File: config.mk
export PLATFORM = sky130hd
export DESIGN_NAME = gpu_command_word_port_unit
export DESIGN_NICKNAME = d
export VERILOG_FILES = /design/src/hdl/gcwp_pkg.sv /design/src/hdl/gcwp_front.sv /design/src/hdl/gcwp_queue.sv /design/src/hdl/gcwp_back.sv /design/src/hdl/gpu_command_word_port_unit.sv
export SDC_FILE = /design/constraint.sdc
export NUM_CORES = 1
export LEC_CHECK = 0
export ABC_AREA = 1
export BUFFER_PORTS_ARGS = -buffer_cell sky130_fd_sc_hd__buf_2
export CAP_MARGIN = 20
export CORE_MARGIN = 1
export CORE_UTILIZATION = 62
export CTS_CLUSTER_SIZE = 16
export DETAILED_ROUTE_END_ITERATION = 7
export GPL_TIMING_DRIVEN = 1
export PLACE_DENSITY = 0.8
export SKIP_LAST_GASP = 1
export SYNTH_ARGS = -nofsm -noshare
export SYNTH_HDL_FRONTEND = slang
export SYNTH_HIERARCHICAL = 1
export SYNTH_SLANG_ARGS = --single-unit
File: constraint.sdc
create_clock -name clk -period 7.3 [get_ports clk]
set_input_delay 0.365 -clock clk [delete_from_list [all_inputs] [get_ports clk]]
set_output_delay 0.365 -clock clk [all_outputs]
set_load 0.05 [all_outputs]
File: src/hdl/gcwp_pkg.sv
// ----------------------------------------------------------------------------
// gcwp_pkg - shared types and constants of the gpu command word port
// Command opcodes, the queue entry between front and back, the packet size
// lookup and the one-pixel step of the vram rectangle walk.
// ----------------------------------------------------------------------------
package gcwp_pkg;

	// vram geometry
	localparam int unsigned VRAM_ROW_PIXELS = 1024;
	localparam int unsigned VRAM_ROWS       = 512;

	// depth of the command queue between front and back
	localparam int unsigned QUEUE_DEPTH = 4;

	// stream widths
	localparam int unsigned S_TDATA_W = 72;
	localparam int unsigned M_TDATA_W = 72;

	// opcodes carried on the input tuser
	typedef enum logic [1:0] {
		OP_DATA  = 2'd0,
		OP_ARM   = 2'd1,
		OP_ABORT = 2'd2
	} op_t;

	// classified command as it sits in the queue
	typedef struct packed {
		op_t         kind;
		logic [31:0] word;
		logic [3:0]  extra;    // extra words of a packet opened by this word
		logic [9:0]  rect_x;
		logic [8:0]  rect_y;
		logic [10:0] x_limit;  // saturated right edge
		logic [9:0]  y_limit;  // saturated bottom edge
	} cmd_t;

	// queue head as seen by the back end
	typedef struct packed {
		logic valid;
		cmd_t cmd;
	} q_head_t;

	// back end state machine
	typedef enum logic [1:0] {
		ST_IDLE,
		ST_EMIT_PKT,
		ST_EMIT_PIX
	} back_state_t;

	// outcome of one pixel step of the walk
	typedef struct packed {
		logic        emit;     // pixel lies inside vram
		logic [18:0] addr;
		logic [10:0] x;
		logic [9:0]  y;
		logic        active;   // transfer still armed after the step
	} walk_t;

	// extra-word count of a packet, selected by the command byte
	function automatic logic [3:0] extra_words(input logic [7:0] cmd);
		logic [3:0] n;
		n = 4'd0;
		case (cmd[7:4])
			4'h0: n = (cmd[3:0] == 4'h2) ? 4'd2 : 4'd0;
			4'h2: begin
				case (cmd[3:2])
					2'd0: n = 4'd3;
					2'd1: n = 4'd6;
					2'd2: n = 4'd4;
					default: n = 4'd8;
				endcase
			end
			4'h3: begin
				case (cmd[3:2])
					2'd0: n = 4'd5;
					2'd1: n = 4'd8;
					2'd2: n = 4'd7;
					default: n = 4'd11;
				endcase
			end
			4'h4: begin
				case (cmd[3:2])
					2'd0: n = 4'd2;
					2'd1: n = 4'd0;
					default: n = 4'd3;
				endcase
			end
			4'h5: begin
				case (cmd[3:2])
					2'd0: n = 4'd3;
					2'd1: n = 4'd0;
					default: n = 4'd4;
				endcase
			end
			4'h6: begin
				case (cmd[3:2])
					2'd0: n = 4'd2;
					2'd1: n = 4'd3;
					2'd2: n = 4'd1;
					default: n = 4'd2;
				endcase
			end
			4'h7: n = cmd[2] ? 4'd2 : 4'd1;
			4'h8: n = (cmd[3:0] == 4'h0) ? 4'd3 : 4'd0;
			4'hA: n = (cmd[3:0] == 4'h0) ? 4'd2 : 4'd0;
			4'hC: n = (cmd[3:0] == 4'h0) ? 4'd2 : 4'd0;
			default: n = 4'd0;
		endcase
		return n;
	endfunction

	// one pixel of the rectangle walk: write check, then advance
	function automatic walk_t walk_step(input logic [10:0] x, input logic [9:0] y,
			input logic [10:0] x_begin, input logic [10:0] x_limit,
			input logic [9:0] y_limit);
		walk_t r;
		logic [10:0] nx;
		logic [9:0]  ny;
		r.emit   = (x < 11'(VRAM_ROW_PIXELS)) && (y < 10'(VRAM_ROWS));
		r.addr   = {y[8:0], x[9:0]};
		r.active = 1'b1;
		nx = x + 11'd1;
		ny = y;
		if (nx >= x_limit) begin
			nx = x_begin;
			ny = y + 10'd1;
			if (ny >= y_limit) begin
				r.active = 1'b0;
			end
		end
		r.x = nx;
		r.y = ny;
		return r;
	endfunction

endpackage

File: src/hdl/gcwp_front.sv
// ----------------------------------------------------------------------------
// gcwp_front - command classifier
// Takes input beats, looks up the packet size of each data word, saturates
// the rectangle limits of an arm and pushes the result into the queue.
// ----------------------------------------------------------------------------
module gcwp_front (
	input  logic                                s_tvalid,
	output logic                                s_tready,
	// word[31:0], rect_x[41:32], rect_y[50:42], rect_w[61:51], rect_h[71:62]
	input  logic [gcwp_pkg::S_TDATA_W-1:0]      s_tdata,
	// opcode[1:0]
	input  logic [1:0]                          s_tuser,
	input  logic                                full,
	output logic                                push,
	output gcwp_pkg::cmd_t                      push_cmd
);

	logic [31:0] word;
	logic [9:0]  rect_x;
	logic [8:0]  rect_y;
	logic [10:0] rect_w;
	logic [9:0]  rect_h;
	logic [11:0] x_sum;
	logic [10:0] y_sum;
	logic        known_op;

	// unpack the beat
	assign word   = s_tdata[31:0];
	assign rect_x = s_tdata[41:32];
	assign rect_y = s_tdata[50:42];
	assign rect_w = s_tdata[61:51];
	assign rect_h = s_tdata[71:62];

	// rectangle limits, saturated to the walk counter range
	assign x_sum = {2'b00, rect_x} + {1'b0, rect_w};
	assign y_sum = {2'b00, rect_y} + {1'b0, rect_h};

	// undefined opcode is taken and dropped here
	always_comb begin
		case (s_tuser)
			gcwp_pkg::OP_DATA, gcwp_pkg::OP_ARM, gcwp_pkg::OP_ABORT: known_op = 1'b1;
			default: known_op = 1'b0;
		endcase
	end

	assign s_tready = !full;
	assign push     = s_tvalid && !full && known_op;

	// classified command
	always_comb begin
		push_cmd.kind    = gcwp_pkg::op_t'(s_tuser);
		push_cmd.word    = word;
		push_cmd.extra   = gcwp_pkg::extra_words(word[31:24]);
		push_cmd.rect_x  = rect_x;
		push_cmd.rect_y  = rect_y;
		push_cmd.x_limit = x_sum[11] ? 11'h7FF : x_sum[10:0];
		push_cmd.y_limit = y_sum[10] ? 10'h3FF : y_sum[9:0];
	end

endmodule

File: src/hdl/gcwp_queue.sv
// ----------------------------------------------------------------------------
// gcwp_queue - command queue
// Small fifo of classified commands that lets the front take beats while the
// back end is still emitting results.
// ----------------------------------------------------------------------------
module gcwp_queue (
	input  logic                clk,
	input  logic                arst_n,
	input  logic                push,
	input  gcwp_pkg::cmd_t      push_cmd,
	output logic                full,
	input  logic                pop,
	output gcwp_pkg::q_head_t   head
);

	localparam int unsigned PTR_W = $clog2(gcwp_pkg::QUEUE_DEPTH);
	localparam int unsigned CNT_W = $clog2(gcwp_pkg::QUEUE_DEPTH + 1);

	gcwp_pkg::cmd_t   mem_q [gcwp_pkg::QUEUE_DEPTH];
	logic [PTR_W-1:0] wr_ptr_q;
	logic [PTR_W-1:0] rd_ptr_q;
	logic [CNT_W-1:0] count_q;
	logic             do_pop;

	assign full       = (count_q == CNT_W'(gcwp_pkg::QUEUE_DEPTH));
	assign do_pop     = pop && (count_q != '0);
	assign head.valid = (count_q != '0);
	assign head.cmd   = mem_q[rd_ptr_q];

	// storage
	always_ff @(posedge clk) begin
		if (push) begin
			mem_q[wr_ptr_q] <= push_cmd;
		end
	end

	// pointers and fill count
	always_ff @(posedge clk or negedge arst_n) begin
		if (!arst_n) begin
			wr_ptr_q <= '0;
			rd_ptr_q <= '0;
			count_q  <= '0;
		end else begin
			if (push) begin
				wr_ptr_q <= (wr_ptr_q == PTR_W'(gcwp_pkg::QUEUE_DEPTH - 1)) ? '0 : wr_ptr_q + 1'b1;
			end
			if (do_pop) begin
				rd_ptr_q <= (rd_ptr_q == PTR_W'(gcwp_pkg::QUEUE_DEPTH - 1)) ? '0 : rd_ptr_q + 1'b1;
			end
			if (push && !do_pop) begin
				count_q <= count_q + 1'b1;
			end else if (do_pop && !push) begin
				count_q <= count_q - 1'b1;
			end
		end
	end

endmodule

File: src/hdl/gcwp_back.sv
// ----------------------------------------------------------------------------
// gcwp_back - command execution
// Holds the packet store and the rectangle walk, carries out one queued
// command at a time and sends its results through the output register.
// ----------------------------------------------------------------------------
module gcwp_back #(
	parameter int unsigned MAX_PACKET_WORDS = 12
) (
	input  logic                               clk,
	input  logic                               arst_n,
	input  gcwp_pkg::q_head_t                  head,
	output logic                               pop,
	output logic                               m_tvalid,
	input  logic                               m_tready,
	// packet_word[31:0], word_pos[35:32], vram_address[54:36], pixel[70:55],
	// transfer_active[71]
	output logic [gcwp_pkg::M_TDATA_W-1:0]     m_tdata,
	output logic                               m_tlast,
	// kind[0]
	output logic [0:0]                         m_tuser
);

	localparam int unsigned IDX_W = $clog2(MAX_PACKET_WORDS);
	localparam logic [4:0]  MAX_LEN = 5'(MAX_PACKET_WORDS);

	gcwp_pkg::back_state_t state_q, state_nxt;
	gcwp_pkg::cmd_t        cmd;
	gcwp_pkg::walk_t       step1, step2;

	// packet assembly
	logic [31:0] store_q [MAX_PACKET_WORDS];
	logic [3:0]  words_left_q;
	logic [3:0]  fill_pos_q;
	logic [3:0]  rd_pos_q;
	logic [4:0]  len_q;

	// rectangle walk
	logic        writing_q;
	logic [10:0] cur_x_q;
	logic [9:0]  cur_y_q;
	logic [10:0] x_begin_q;
	logic [10:0] x_limit_q;
	logic [9:0]  y_limit_q;

	// pending pixel writes of one data word
	logic        pv0_q, pv1_q;
	logic [18:0] pa0_q, pa1_q;
	logic [15:0] pp0_q, pp1_q;
	logic        pix_active_q;

	// output register
	logic        out_valid_q;
	logic        out_kind_q;
	logic [31:0] out_word_q;
	logic [3:0]  out_pos_q;
	logic [18:0] out_addr_q;
	logic [15:0] out_pixel_q;
	logic        out_last_q;
	logic        out_active_q;

	logic        take;
	logic        out_free;
	logic        out_load;
	logic [3:0]  wl_nxt;
	logic [3:0]  fp_nxt;
	logic [3:0]  wr_pos;
	logic        wr_en;
	logic        pkt_done;
	logic [4:0]  len_nxt;
	logic        pix_any;
	logic        rd_last;

	assign cmd      = head.cmd;
	assign out_free = !out_valid_q || m_tready;
	assign rd_last  = ({1'b0, rd_pos_q} + 5'd1) == len_q;

	// packet fill bookkeeping for a data word
	always_comb begin
		if (words_left_q != 4'd0) begin
			wl_nxt = words_left_q - 4'd1;
			fp_nxt = fill_pos_q + 4'd1;
			wr_pos = fill_pos_q;
			wr_en  = {1'b0, fill_pos_q} < MAX_LEN;
		end else begin
			wl_nxt = cmd.extra;
			fp_nxt = 4'd1;
			wr_pos = 4'd0;
			wr_en  = 1'b1;
		end
		pkt_done = (wl_nxt == 4'd0);
		len_nxt  = ({1'b0, fp_nxt} > MAX_LEN) ? MAX_LEN : {1'b0, fp_nxt};
	end

	// both pixels of a data word, low half first
	always_comb begin
		step1   = gcwp_pkg::walk_step(cur_x_q, cur_y_q, x_begin_q, x_limit_q, y_limit_q);
		step2   = gcwp_pkg::walk_step(step1.x, step1.y, x_begin_q, x_limit_q, y_limit_q);
		pix_any = step1.emit || (step1.active && step2.emit);
	end

	// next state
	always_comb begin
		state_nxt = state_q;
		case (state_q)
			gcwp_pkg::ST_IDLE: begin
				if (head.valid && cmd.kind == gcwp_pkg::OP_DATA) begin
					if (writing_q) begin
						state_nxt = pix_any ? gcwp_pkg::ST_EMIT_PIX : gcwp_pkg::ST_IDLE;
					end else begin
						state_nxt = pkt_done ? gcwp_pkg::ST_EMIT_PKT : gcwp_pkg::ST_IDLE;
					end
				end
			end
			gcwp_pkg::ST_EMIT_PKT: begin
				if (out_free && rd_last) begin
					state_nxt = gcwp_pkg::ST_IDLE;
				end
			end
			gcwp_pkg::ST_EMIT_PIX: begin
				if (out_free && !(pv0_q && pv1_q)) begin
					state_nxt = gcwp_pkg::ST_IDLE;
				end
			end
			default: state_nxt = gcwp_pkg::ST_IDLE;
		endcase
	end

	// state outputs
	always_comb begin
		take     = 1'b0;
		out_load = 1'b0;
		case (state_q)
			gcwp_pkg::ST_IDLE:     take     = head.valid;
			gcwp_pkg::ST_EMIT_PKT: out_load = out_free;
			gcwp_pkg::ST_EMIT_PIX: out_load = out_free;
			default: ;
		endcase
	end

	assign pop = take;

	always_ff @(posedge clk or negedge arst_n) begin
		if (!arst_n) begin
			state_q <= gcwp_pkg::ST_IDLE;
		end else begin
			state_q <= state_nxt;
		end
	end

	// packet store
	always_ff @(posedge clk) begin
		if (take && cmd.kind == gcwp_pkg::OP_DATA && !writing_q && wr_en) begin
			store_q[wr_pos[IDX_W-1:0]] <= cmd.word;
		end
	end

	// command execution
	always_ff @(posedge clk or negedge arst_n) begin
		if (!arst_n) begin
			words_left_q <= '0;
			fill_pos_q   <= '0;
			writing_q    <= 1'b0;
			cur_x_q      <= '0;
			cur_y_q      <= '0;
			x_begin_q    <= '0;
			x_limit_q    <= '0;
			y_limit_q    <= '0;
			rd_pos_q     <= '0;
			len_q        <= '0;
			pv0_q        <= 1'b0;
			pv1_q        <= 1'b0;
			pix_active_q <= 1'b0;
		end else begin
			if (take) begin
				case (cmd.kind)
					gcwp_pkg::OP_ARM: begin
						x_begin_q <= {1'b0, cmd.rect_x};
						cur_x_q   <= {1'b0, cmd.rect_x};
						cur_y_q   <= {1'b0, cmd.rect_y};
						x_limit_q <= cmd.x_limit;
						y_limit_q <= cmd.y_limit;
						writing_q <= 1'b1;
					end
					gcwp_pkg::OP_ABORT: begin
						words_left_q <= '0;
						writing_q    <= 1'b0;
					end
					gcwp_pkg::OP_DATA: begin
						if (writing_q) begin
							cur_x_q      <= step1.active ? step2.x : step1.x;
							cur_y_q      <= step1.active ? step2.y : step1.y;
							writing_q    <= step1.active && step2.active;
							pix_active_q <= step1.active && step2.active;
							pv0_q        <= step1.emit;
							pv1_q        <= step1.active && step2.emit;
						end else begin
							words_left_q <= wl_nxt;
							fill_pos_q   <= fp_nxt;
							rd_pos_q     <= '0;
							len_q        <= len_nxt;
						end
					end
					default: ;
				endcase
			end
			// retire the result just loaded
			if (out_load) begin
				if (state_q == gcwp_pkg::ST_EMIT_PKT) begin
					rd_pos_q <= rd_pos_q + 4'd1;
				end else if (pv0_q) begin
					pv0_q <= 1'b0;
				end else begin
					pv1_q <= 1'b0;
				end
			end
		end
	end

	// pixel payload of the pending writes
	always_ff @(posedge clk) begin
		if (take && cmd.kind == gcwp_pkg::OP_DATA && writing_q) begin
			pa0_q <= step1.addr;
			pa1_q <= step2.addr;
			pp0_q <= cmd.word[15:0];
			pp1_q <= cmd.word[31:16];
		end
	end

	// output register valid
	always_ff @(posedge clk or negedge arst_n) begin
		if (!arst_n) begin
			out_valid_q <= 1'b0;
		end else if (out_load) begin
			out_valid_q <= 1'b1;
		end else if (m_tready) begin
			out_valid_q <= 1'b0;
		end
	end

	// output register payload
	always_ff @(posedge clk) begin
		if (out_load) begin
			if (state_q == gcwp_pkg::ST_EMIT_PKT) begin
				out_kind_q   <= 1'b0;
				out_word_q   <= store_q[rd_pos_q[IDX_W-1:0]];
				out_pos_q    <= rd_pos_q;
				out_addr_q   <= '0;
				out_pixel_q  <= '0;
				out_last_q   <= rd_last;
				out_active_q <= writing_q;
			end else begin
				out_kind_q   <= 1'b1;
				out_word_q   <= '0;
				out_pos_q    <= '0;
				out_addr_q   <= pv0_q ? pa0_q : pa1_q;
				out_pixel_q  <= pv0_q ? pp0_q : pp1_q;
				out_last_q   <= !(pv0_q && pv1_q);
				out_active_q <= pix_active_q;
			end
		end
	end

	assign m_tvalid = out_valid_q;
	assign m_tdata  = {out_active_q, out_pixel_q, out_addr_q, out_pos_q, out_word_q};
	assign m_tlast  = out_last_q;
	assign m_tuser  = out_kind_q;

	// pixel emission only runs with a write pending
	assert property (@(posedge clk) disable iff (!arst_n)
		state_q == gcwp_pkg::ST_EMIT_PIX |-> (pv0_q || pv1_q))
		else $error("pixel emission with no pending write");

	// packet read stays inside the assembled packet
	assert property (@(posedge clk) disable iff (!arst_n)
		state_q == gcwp_pkg::ST_EMIT_PKT |-> ({1'b0, rd_pos_q} < len_q))
		else $error("packet read beyond packet length");

	// packet words never come out while a transfer is armed
	assert property (@(posedge clk) disable iff (!arst_n)
		(out_load && state_q == gcwp_pkg::ST_EMIT_PKT) |=> !out_active_q)
		else $error("packet word flagged with transfer active");

	// no command taken while results of the last one are still going out
	assert property (@(posedge clk) disable iff (!arst_n)
		(state_q != gcwp_pkg::ST_IDLE) |-> !pop)
		else $error("command popped during emission");

endmodule

File: src/hdl/gpu_command_word_port_unit.sv
// ----------------------------------------------------------------------------
// gpu_command_word_port_unit - gpu command port packet assembler
// Collects command packets from a 32-bit word stream and emits them word by
// word, or turns data words into vram pixel writes while a transfer is armed.
// ----------------------------------------------------------------------------
// The input side takes one beat per cycle as long as the four-entry command
// queue has room; arm, abort and undefined opcodes never produce results. The
// back end executes one queued command at a time and takes no new command
// while results of the last one are still going out: a word that closes a
// packet sends the packet word by word (up to MAX_PACKET_WORDS words) from
// the packet store through the output register, and a pixel word sends one
// result per pixel written (zero to two). A stalled master side holds results
// in the output register while input beats keep filling the queue.
module gpu_command_word_port_unit #(
	parameter int unsigned MAX_PACKET_WORDS = 12
) (
	input  logic                               clk,
	input  logic                               arst_n,
	input  logic                               s_tvalid,
	output logic                               s_tready,
	// word[31:0], rect_x[41:32], rect_y[50:42], rect_w[61:51], rect_h[71:62]
	input  logic [gcwp_pkg::S_TDATA_W-1:0]     s_tdata,
	// opcode[1:0]
	input  logic [1:0]                         s_tuser,
	input  logic                               s_tlast,
	output logic                               m_tvalid,
	input  logic                               m_tready,
	// packet_word[31:0], word_pos[35:32], vram_address[54:36], pixel[70:55],
	// transfer_active[71]
	output logic [gcwp_pkg::M_TDATA_W-1:0]     m_tdata,
	output logic                               m_tlast,
	// kind[0]
	output logic [0:0]                         m_tuser
);

	logic              full;
	logic              push;
	logic              pop;
	gcwp_pkg::cmd_t    push_cmd;
	gcwp_pkg::q_head_t head;

	// classify incoming beats (end-of-burst marks carry no meaning here)
	gcwp_front u_front (
		.s_tvalid (s_tvalid),
		.s_tready (s_tready),
		.s_tdata  (s_tdata),
		.s_tuser  (s_tuser),
		.full     (full),
		.push     (push),
		.push_cmd (push_cmd)
	);

	// command queue
	gcwp_queue u_queue (
		.clk      (clk),
		.arst_n   (arst_n),
		.push     (push),
		.push_cmd (push_cmd),
		.full     (full),
		.pop      (pop),
		.head     (head)
	);

	// execution and result output
	gcwp_back #(
		.MAX_PACKET_WORDS (MAX_PACKET_WORDS)
	) u_back (
		.clk      (clk),
		.arst_n   (arst_n),
		.head     (head),
		.pop      (pop),
		.m_tvalid (m_tvalid),
		.m_tready (m_tready),
		.m_tdata  (m_tdata),
		.m_tlast  (m_tlast),
		.m_tuser  (m_tuser)
	);

endmodule
==> results.json, run 1 <==
{
  "total_routed_wirelength_um": 93200,
  "number_of_global_route_vias_before_repair": 25800,
  "min-delay-path-class": "in -> reg",
  "total_via_count_in_the_routed_design": 27000,
  "grt_first_pass_wirelength_um": 142000,
  "crit_path_end": "u_back/cur_x_q[5]",
  "area_of_the_mapped_netlist_sq_um": 40900,
  "power_leakage_uw": 0.0177,
  "dpl_cell_area_sq_um": 41900,
  "grt_setup_unrepaired": "false",
  "min_delay_path_depth": 1,
  "finalWorstPathRequiredPeriod_ns": 6.18,
  "synth.most_common_cell": "sky130_fd_sc_hd__edfxtp_1",
  "port-buffer-count": 153,
  "total_of_warnings_raised_by_yosys": 6,
  "fin_worst_skew_ns": 0.0792,
  "r2r_slack_ns": 1.12,
  "drive_gt1_share_pct": 13.5,
  "initial_utilization_pct": 63.2,
  "cts.htree.levels": 3,
  "yosys_register_bits": 921,
  "yosysTopAreaCell": "sky130_fd_sc_hd__edfxtp_1",
  "cap_violations": 0,
  "synth-async-reset-ratio_pct": 8.79,
  "slowest_delay_ns": 0.42,
  "slew_headroom_pct": 24.9,
  "rr_worst_depth": 33,
  "1st_iter_drt_viols": 2905,
  "cp_data_arrival_time_ns": 6.66,
  "finalWeightedCongestion": 0.910,
  "post_synth_fa_ha_maj_area_fraction_pct": 2.71,
  "row_count": 93,
  "cts_repair_resize_count": 0,
  "fillerInstances": 4184,
  "design_power_total_uw": 19600,
  "postCtsSetupRepairBufs": 0,
  "timing.critical_path.from_type": "flop",
  "source_of_the_critical_timing_path": "u_back/cur_x_q[0]",
  "path_class": "reg -> reg",
  "synth-simple-area-share_pct": 11.9,
  "final_antenna_net_count": 0,
  "clock_latency_ns": 0.67,
  "dieArea_sq_um": 67100,
  "multi_input_area_sq_um": 11000,
  "final_max_slew_viol_count": 0,
  "tritoncts_clock_tree": "done",
  "drcViolationCount": 0,
  "tritoncts.num_buffers": 90,
  "synth_compound_area_share_pct": 11.4,
  "grt_antenna_before_repair": 3,
  "yosysUniqueCellTypes": 59,
  "detailed_place_hpwl_um": 54900,
  "clock-sinks": 921,
  "path_clk_slew_ns": 0.06,
  "drtPass1Iterations": 6,
  "cts.hold.buffers_added": 51,
  "stdcell_area_sq_um": 45500,
  "core_region_area_sq_um": 64800,
  "sequential_to_total_area_share_from_yosys_stat_pct": 66.6,
  "period_share_pct": 84.6,
  "yosys.area.top_type_share_pct": 61.6,
  "timing_hold_violations_final": 0,
  "pin_count_of_the_biggest_net_entering_global_routing": 112,
  "number_of_flops_mapped_to_enable_cells_by_yosys": 840,
  "final_util_pct": 70.2,
  "critPathMostFrequentCell": "sky130_fd_sc_hd__nand2_1",
  "synth_mux_area_share_pct": 0.110,
  "transition_time_at_the_pin_with_the_least_slew_margin_ns": 1.13,
  "final-seq-area_sq_um": 27300,
  "worst_r2r_startpoint": "u_back/cur_x_q[0]",
  "grt_overflow": 0,
  "cts-root-to-sink-buffers": 3,
  "post_synth_xor_area_fraction_pct": 0.538,
  "drt-vias-per-instance": 5.91,
  "die-width_um": 259,
  "pwr_density_cell_nw_per_um2": 432,
  "gr-usage-all-layers_pct": 27.5,
  "timing.final.setup_violations": 0,
  "worst_path_max_delay_cell": "sky130_fd_sc_hd__dfrtp_1",
  "clock.fmax_mhz": 162,
  "cp.required_ns": 7.78,
  "synthesis.instances": 3513,
  "run_status": "completed",
  "clk_root_buffer_cell": "sky130_fd_sc_hd__clkbuf_16",
  "power.ir.vdd_worst_mv": 0.304,
  "nets": 3798,
  "areaGrowthSynthToFinish_pct": 11.1,
  "cp-end-kind": "flop",
  "critical_path.reg2reg.endpoint": "u_back/cur_x_q[5]",
  "hp-start": "s_tdata[38]",
  "setup_total_negative_slack_ns": 0,
  "yosys-top-cells-count": "sky130_fd_sc_hd__edfxtp_1, sky130_fd_sc_hd__nand2_1, sky130_fd_sc_hd__inv_1",
  "largest_family_of_logic_cells_by_synthesized_area": "simple AND/OR/NAND/NOR gates",
  "io_pins": 155,
  "die_height_um": 259,
  "syn-mean-instance-area_sq_um": 11.7,
  "routed_wire_length_per_instance_um": 20.4,
  "synth-main-ff-cell": "sky130_fd_sc_hd__edfxtp_1",
  "synth_top_area_cells": "sky130_fd_sc_hd__edfxtp_1, sky130_fd_sc_hd__nand2_1, sky130_fd_sc_hd__dfrtp_1",
  "hold_ws_ns": 0.0158,
  "cp_max_fo": 39,
  "syn_nets": 3679
}
-- flip-flops by register name, indices dropped and copies added (netlist names), 11 cells and up --
register / count
u_back/pa1_q: 19
u_back/cur_x_q: 11
u_back/pp0_q: 16
u_queue/mem_q: 312
u_back/out_pixel_q: 16
u_back/pa0_q: 19
u_back/out_word_q: 32
u_back/x_limit_q: 11
u_back/pp1_q: 16
u_back/store_q: 384
u_back/out_addr_q: 19
-- layout make-up --
type                            instances  share of cell area, %
Sequential cell                       921                   59.9
Multi-Input combinational cell       2007                   24.3
Clock buffer                          119                   5.34
Timing Repair Buffer                  246                   3.65
Inverter                              366                   3.05
Tap cell                              855                   2.35
Clock inverter                         51                   1.39
Antenna cell                            1                0.00550
-- how the worst min path moves through the flow --
stage | end | slack (ns)
after floorplan | u_back/cur_x_q[0] | 0.07
after global placement | u_back/x_begin_q[4] | 0.27
after detailed placement | u_back/x_begin_q[9] | 0.27
after CTS | u_queue/mem_q[1][70] | 0.006
after global routing | u_queue/mem_q[3][36] | 0.007
final | u_queue/mem_q[3][36] | 0.02
-- metal layers --
layer | part of all wire [%] | track usage (%) | routed length [um]
met5 | 0 | 0 | 0
met4 | 2.6 | 9.47 | 2460
met3 | 9.0 | 4.40 | 8340
met2 | 49 | 45.7 | 45300
met1 | 40 | 37.3 | 37000
-- critical path: cells and delay by family (launching register included) --
kind                       cells  cell delay (ns)
adders and majority gates      4             1.14
AOI/OAI and AO/OA              3             0.40
xor gates and xnor gates       1             0.25
and+or+nand+nor               21             3.21
buffers and inverters          4             0.58
DFF                            1             0.42
-- logic make-up after synthesis --
family	count (synthesis)
simple gates	1204
fa+ha+maj	87
compound gates	689
mux	4
xor+xnor	23
flops	921
buf+inv	585
-- cells in the final DEF, fill, tap and decap left out, drive strengths merged, types with 5 or more instances in the layout --
master       Yosys  layout
edfxtp         840     840
o221ai          10      10
nor2           339     339
a21oi           91      91
buf            124     195
ha              84      84
dfrtp           81      81
o31ai            7       7
nand4           27      27
nor3            11      11
a31oi           22      22
nand2          700     700
o22ai           92      92
o211ai         162     162
xnor2            5       5
nand3          115     115
dlygate4sd3      0      51
xor2            18      18
bufinv           0       9
o21ai          287     287
clkinv           2      46
inv            364     360
clkbuf          95     119
-- where the power goes --
| group | leakage [uW] | internal (uW) | switching (uW) |
|---|---|---|---|
| Combinational | 0.00765 | 1850 | 5240 |
| Sequential | 0.00859 | 7400 | 449 |
| Clock | 0.00148 | 2700 | 2000 |
| Total | 0.0177 | 11900 | 7690 |
-- per-stage QoR --
step,cells,setup WS [ns]
5_1_grt,4566,0.621
4_1_cts,4563,1.26
3_5_place_dp,4342,1.38
2_1_floorplan,3513,2.03
3_3_place_gp,4341,1.44
6_report,4566,1.12
No activity file was read; power rests on OpenSTA's default activity.
==> inputs of run 2 (changes only) <==
Settings changed: ABC_AREA 1 to 0.
Clock period 7.3 ns to 6.2 ns, I/O delays scaled along.
==> run 2 against run 1 <==
Net effect:
- sequential power grew 17%
- die area fell by 4.7%
- clock-buffer cell count is 1 lower
- critical path type unchanged
- largest power group unchanged
- highest routed layer is now met5
==> results.json, run 2 <==
{
  "drcViolationCount": 0,
  "cp_data_arrival_time_ns": 6.53,
  "core_region_area_sq_um": 61900,
  "slowest_delay_ns": 0.61,
  "setup_total_negative_slack_ns": 0,
  "nets": 2661,
  "yosys.area.top_type_share_pct": 64.7,
  "number_of_placed_cells_counting_well_taps": 3189,
  "slew_headroom_pct": 23.5,
  "grt_first_pass_wirelength_um": 131000,
  "synth.most_common_cell": "sky130_fd_sc_hd__edfxtp_1",
  "clock_latency_ns": 0.66,
  "grt_overflow": 0,
  "die-width_um": 253,
  "path_class": "reg -> reg",
  "worst_path_max_delay_cell": "sky130_fd_sc_hd__or4b_2",
  "routed.top_layer": "met5",
  "finalWeightedCongestion": 0.883,
  "port-buffer-count": 153,
  "drive_gt1_share_pct": 23.1,
  "yosys-top-cells-count": "sky130_fd_sc_hd__edfxtp_1, sky130_fd_sc_hd__mux4_2, sky130_fd_sc_hd__nand2_1",
  "grt_antenna_before_repair": 2,
  "syn_nets": 2456,
  "area_of_the_mapped_netlist_sq_um": 39000,
  "total_routed_wirelength_um": 87400,
  "dr_wl_met3_um": 6250,
  "period_share_pct": 96.2,
  "dieArea_sq_um": 63900,
  "1st_iter_drt_viols": 2017,
  "min-delay-path-class": "in -> reg",
  "areaGrowthSynthToFinish_pct": 12.4,
  "cap_violations": 0,
  "fillerInstances": 3822,
  "yosysTopAreaCell": "sky130_fd_sc_hd__edfxtp_1",
  "detailed_place_hpwl_um": 51800,
  "synthesis.instances": 2290,
  "pwr_density_cell_nw_per_um2": 511,
  "timing.final.setup_violations": 0,
  "hp-start": "s_tdata[29]",
  "sequential_to_total_area_share_from_yosys_stat_pct": 69.9,
  "power_leakage_uw": 0.0151,
  "total_of_warnings_raised_by_yosys": 6,
  "final_antenna_net_count": 0,
  "transition_time_at_the_pin_with_the_least_slew_margin_ns": 1.15,
  "clock.fmax_mhz": 168,
  "routed_wire_length_per_instance_um": 25.6,
  "io_pins": 155,
  "initial_utilization_pct": 62.9,
  "run_status": "completed",
  "largest_register_ffs": 384,
  "wl_met1_um": 33600,
  "clk_root_buffer_cell": "sky130_fd_sc_hd__clkbuf_16",
  "design_power_total_uw": 22400,
  "yosysUniqueCellTypes": 86,
  "synth_top_area_cells": "sky130_fd_sc_hd__edfxtp_1, sky130_fd_sc_hd__mux4_2, sky130_fd_sc_hd__dfrtp_1",
  "power.ir.vdd_worst_mv": 0.404,
  "diodes": 0,
  "final_max_slew_viol_count": 0,
  "gr-usage-all-layers_pct": 27.9,
  "yosys_register_bits": 921,
  "final_common_cell": "sky130_fd_sc_hd__edfxtp_1",
  "cp-end-kind": "flop",
  "cp.required_ns": 6.77,
  "cts.htree.levels": 3,
  "number_of_flops_mapped_to_enable_cells_by_yosys": 840,
  "timing.critical_path.from_type": "flop",
  "worst_r2r_startpoint": "u_back/cur_x_q[2]",
  "postCtsSetupRepairBufs": 0,
  "tritoncts.num_buffers": 90,
  "fin_worst_skew_ns": 0.0280,
  "number_of_global_route_vias_before_repair": 21800,
  "source_of_the_critical_timing_path": "u_back/cur_x_q[2]",
  "tritoncts_clock_tree": "done",
  "total_via_count_in_the_routed_design": 21500,
  "syn-mean-instance-area_sq_um": 17.0,
  "cp_max_fo": 8,
  "pin_count_of_the_biggest_net_entering_global_routing": 79,
  "timing_hold_violations_final": 0,
  "critical_path.n_buffers_inverters": 5,
  "wl_met2_um": 44600,
  "synth-async-reset-ratio_pct": 8.79,
  "drt-vias-per-instance": 6.32,
  "path_clk_slew_ns": 0.07,
  "drtPass1Iterations": 6,
  "die_height_um": 253,
  "worst_path_dominant_cell_family": "simple AND/OR/NAND/NOR gates",
  "finalWorstPathRequiredPeriod_ns": 5.96,
  "finalNonFillerCells": 3406,
  "cts-root-to-sink-buffers": 3,
  "final_cell_mix": "sky130_fd_sc_hd__edfxtp_1, sky130_fd_sc_hd__mux4_2, sky130_fd_sc_hd__buf_2",
  "row_count": 91,
  "clock-sinks": 921,
  "synth-main-ff-cell": "sky130_fd_sc_hd__edfxtp_1"
}
run 2: changes by cell type after synthesis, moves of 36 or more:
cell / change
sky130_fd_sc_hd__o22ai_1: -90
sky130_fd_sc_hd__o211ai_1: -61
sky130_fd_sc_hd__nand2_1: -547
sky130_fd_sc_hd__o21ai_0: -182
sky130_fd_sc_hd__a21oi_1: -38
sky130_fd_sc_hd__a211oi_1: +36
sky130_fd_sc_hd__clkbuf_1: -37
sky130_fd_sc_hd__mux4_2: +174
sky130_fd_sc_hd__mux2i_1: +84
sky130_fd_sc_hd__o211ai_2: -95
sky130_fd_sc_hd__nor2_1: -192
sky130_fd_sc_hd__xnor2_1: +36
sky130_fd_sc_hd__inv_1: -302
sky130_fd_sc_hd__nand3_1: -73
run 2: layer usage:
metal,up-vias,GRT usage (%)
li1,9313,-
met1,10900,37.4
met2,1085,47.2
met3,186,3.67
met4,4,10.2
met5,-,0
run 2: logic make-up (layout without fill, tap and decap cells):
logic type,Yosys count,in the layout,synth area share [%]
buf+inv,220,499,3.14
flops,921,921,69.9
fa+ha+maj,87,87,2.85
xor+xnor,63,63,1.42
simple gates,455,455,5.50
mux,264,264,12.4
compound gates,280,280,4.80
run 2: worst register-to-register path, stage by stage (launching register included):
cell	delay [ns]
sky130_fd_sc_hd__dfrtp_1	0.49
sky130_fd_sc_hd__nand3_1	0.26
sky130_fd_sc_hd__or3_1	0.41
sky130_fd_sc_hd__xor2_2	0.16
sky130_fd_sc_hd__inv_1	0.06
sky130_fd_sc_hd__ha_1	0.27
sky130_fd_sc_hd__and4_1	0.18
sky130_fd_sc_hd__a21boi_4	0.15
sky130_fd_sc_hd__or3_1	0.42
sky130_fd_sc_hd__nor3_1	0.16
sky130_fd_sc_hd__a21oi_1	0.08
sky130_fd_sc_hd__inv_1	0.08
sky130_fd_sc_hd__ha_1	0.20
sky130_fd_sc_hd__inv_1	0.07
sky130_fd_sc_hd__o31ai_2	0.28
sky130_fd_sc_hd__o21ai_0	0.20
sky130_fd_sc_hd__buf_4	0.20
sky130_fd_sc_hd__o311ai_1	0.35
sky130_fd_sc_hd__o31ai_2	0.16
sky130_fd_sc_hd__ha_1	0.22
sky130_fd_sc_hd__buf_4	0.13
sky130_fd_sc_hd__nor3_1	0.31
sky130_fd_sc_hd__a21o_1	0.25
sky130_fd_sc_hd__a21oi_1	0.08
sky130_fd_sc_hd__or4b_2	0.61
sky130_fd_sc_hd__nand3_1	0.10
run 2: through the flow:
step / util, % / area [sq um] / hold slack (ns) / setup slack [ns]
4_1_cts: 70.7 / 43800 / 0.0156 / 0.193
5_1_grt: 70.7 / 43800 / 0.0421 / -0.0458
6_report: 70.7 / 43800 / 0.0530 / 0.238
2_1_floorplan: - / 39000 / 0.0144 / 0.0480
3_3_place_gp: 65.3 / 40500 / 0.296 / 0.350
3_5_place_dp: 65.4 / 40500 / 0.307 / 0.256
run 2: repair_timing:
action | CTS | global route
setup endpoints to repair | 0 | 21
gates resized for setup | 0 | 8
hold buffers | 51 | 0
hold endpoints to repair | 233 | 0
run 2: where the power goes:
| group | switching [uW] | internal [uW] | total (uW) |
|---|---|---|---|
| logic | 5070 | 2950 | 8020 |
| registers | 725 | 8490 | 9210 |
| clock network | 2320 | 2850 | 5170 |
run 2: final cells by class:
class                           instances  area [sq um]  share of cell area, %
Clock buffer                          118          2370                   5.40
Clock inverter                         48           417                  0.951
Inverter                               62           235                  0.537
Multi-Input combinational cell       1149         10700                   24.3
Sequential cell                       921         27300                   62.2
Tap cell                              837          1050                   2.39
Timing Repair Buffer                  271          1830                   4.17
run 2: worst paths after layout:
kind / end / slack, ns / cells past startpoint
max reg2reg: u_back/writing_q / 0.24 / 25
min reg2reg: u_back/pix_active_q / 0.48 / 2
min in group asynchronous: u_back/cur_x_q[4] / 0.17 / 2
min: u_queue/mem_q[1][73] / 0.05 / 1
max: u_back/writing_q / 0.24 / 25
max in group asynchronous: u_queue/rd_ptr_q[1] / 4.92 / 3
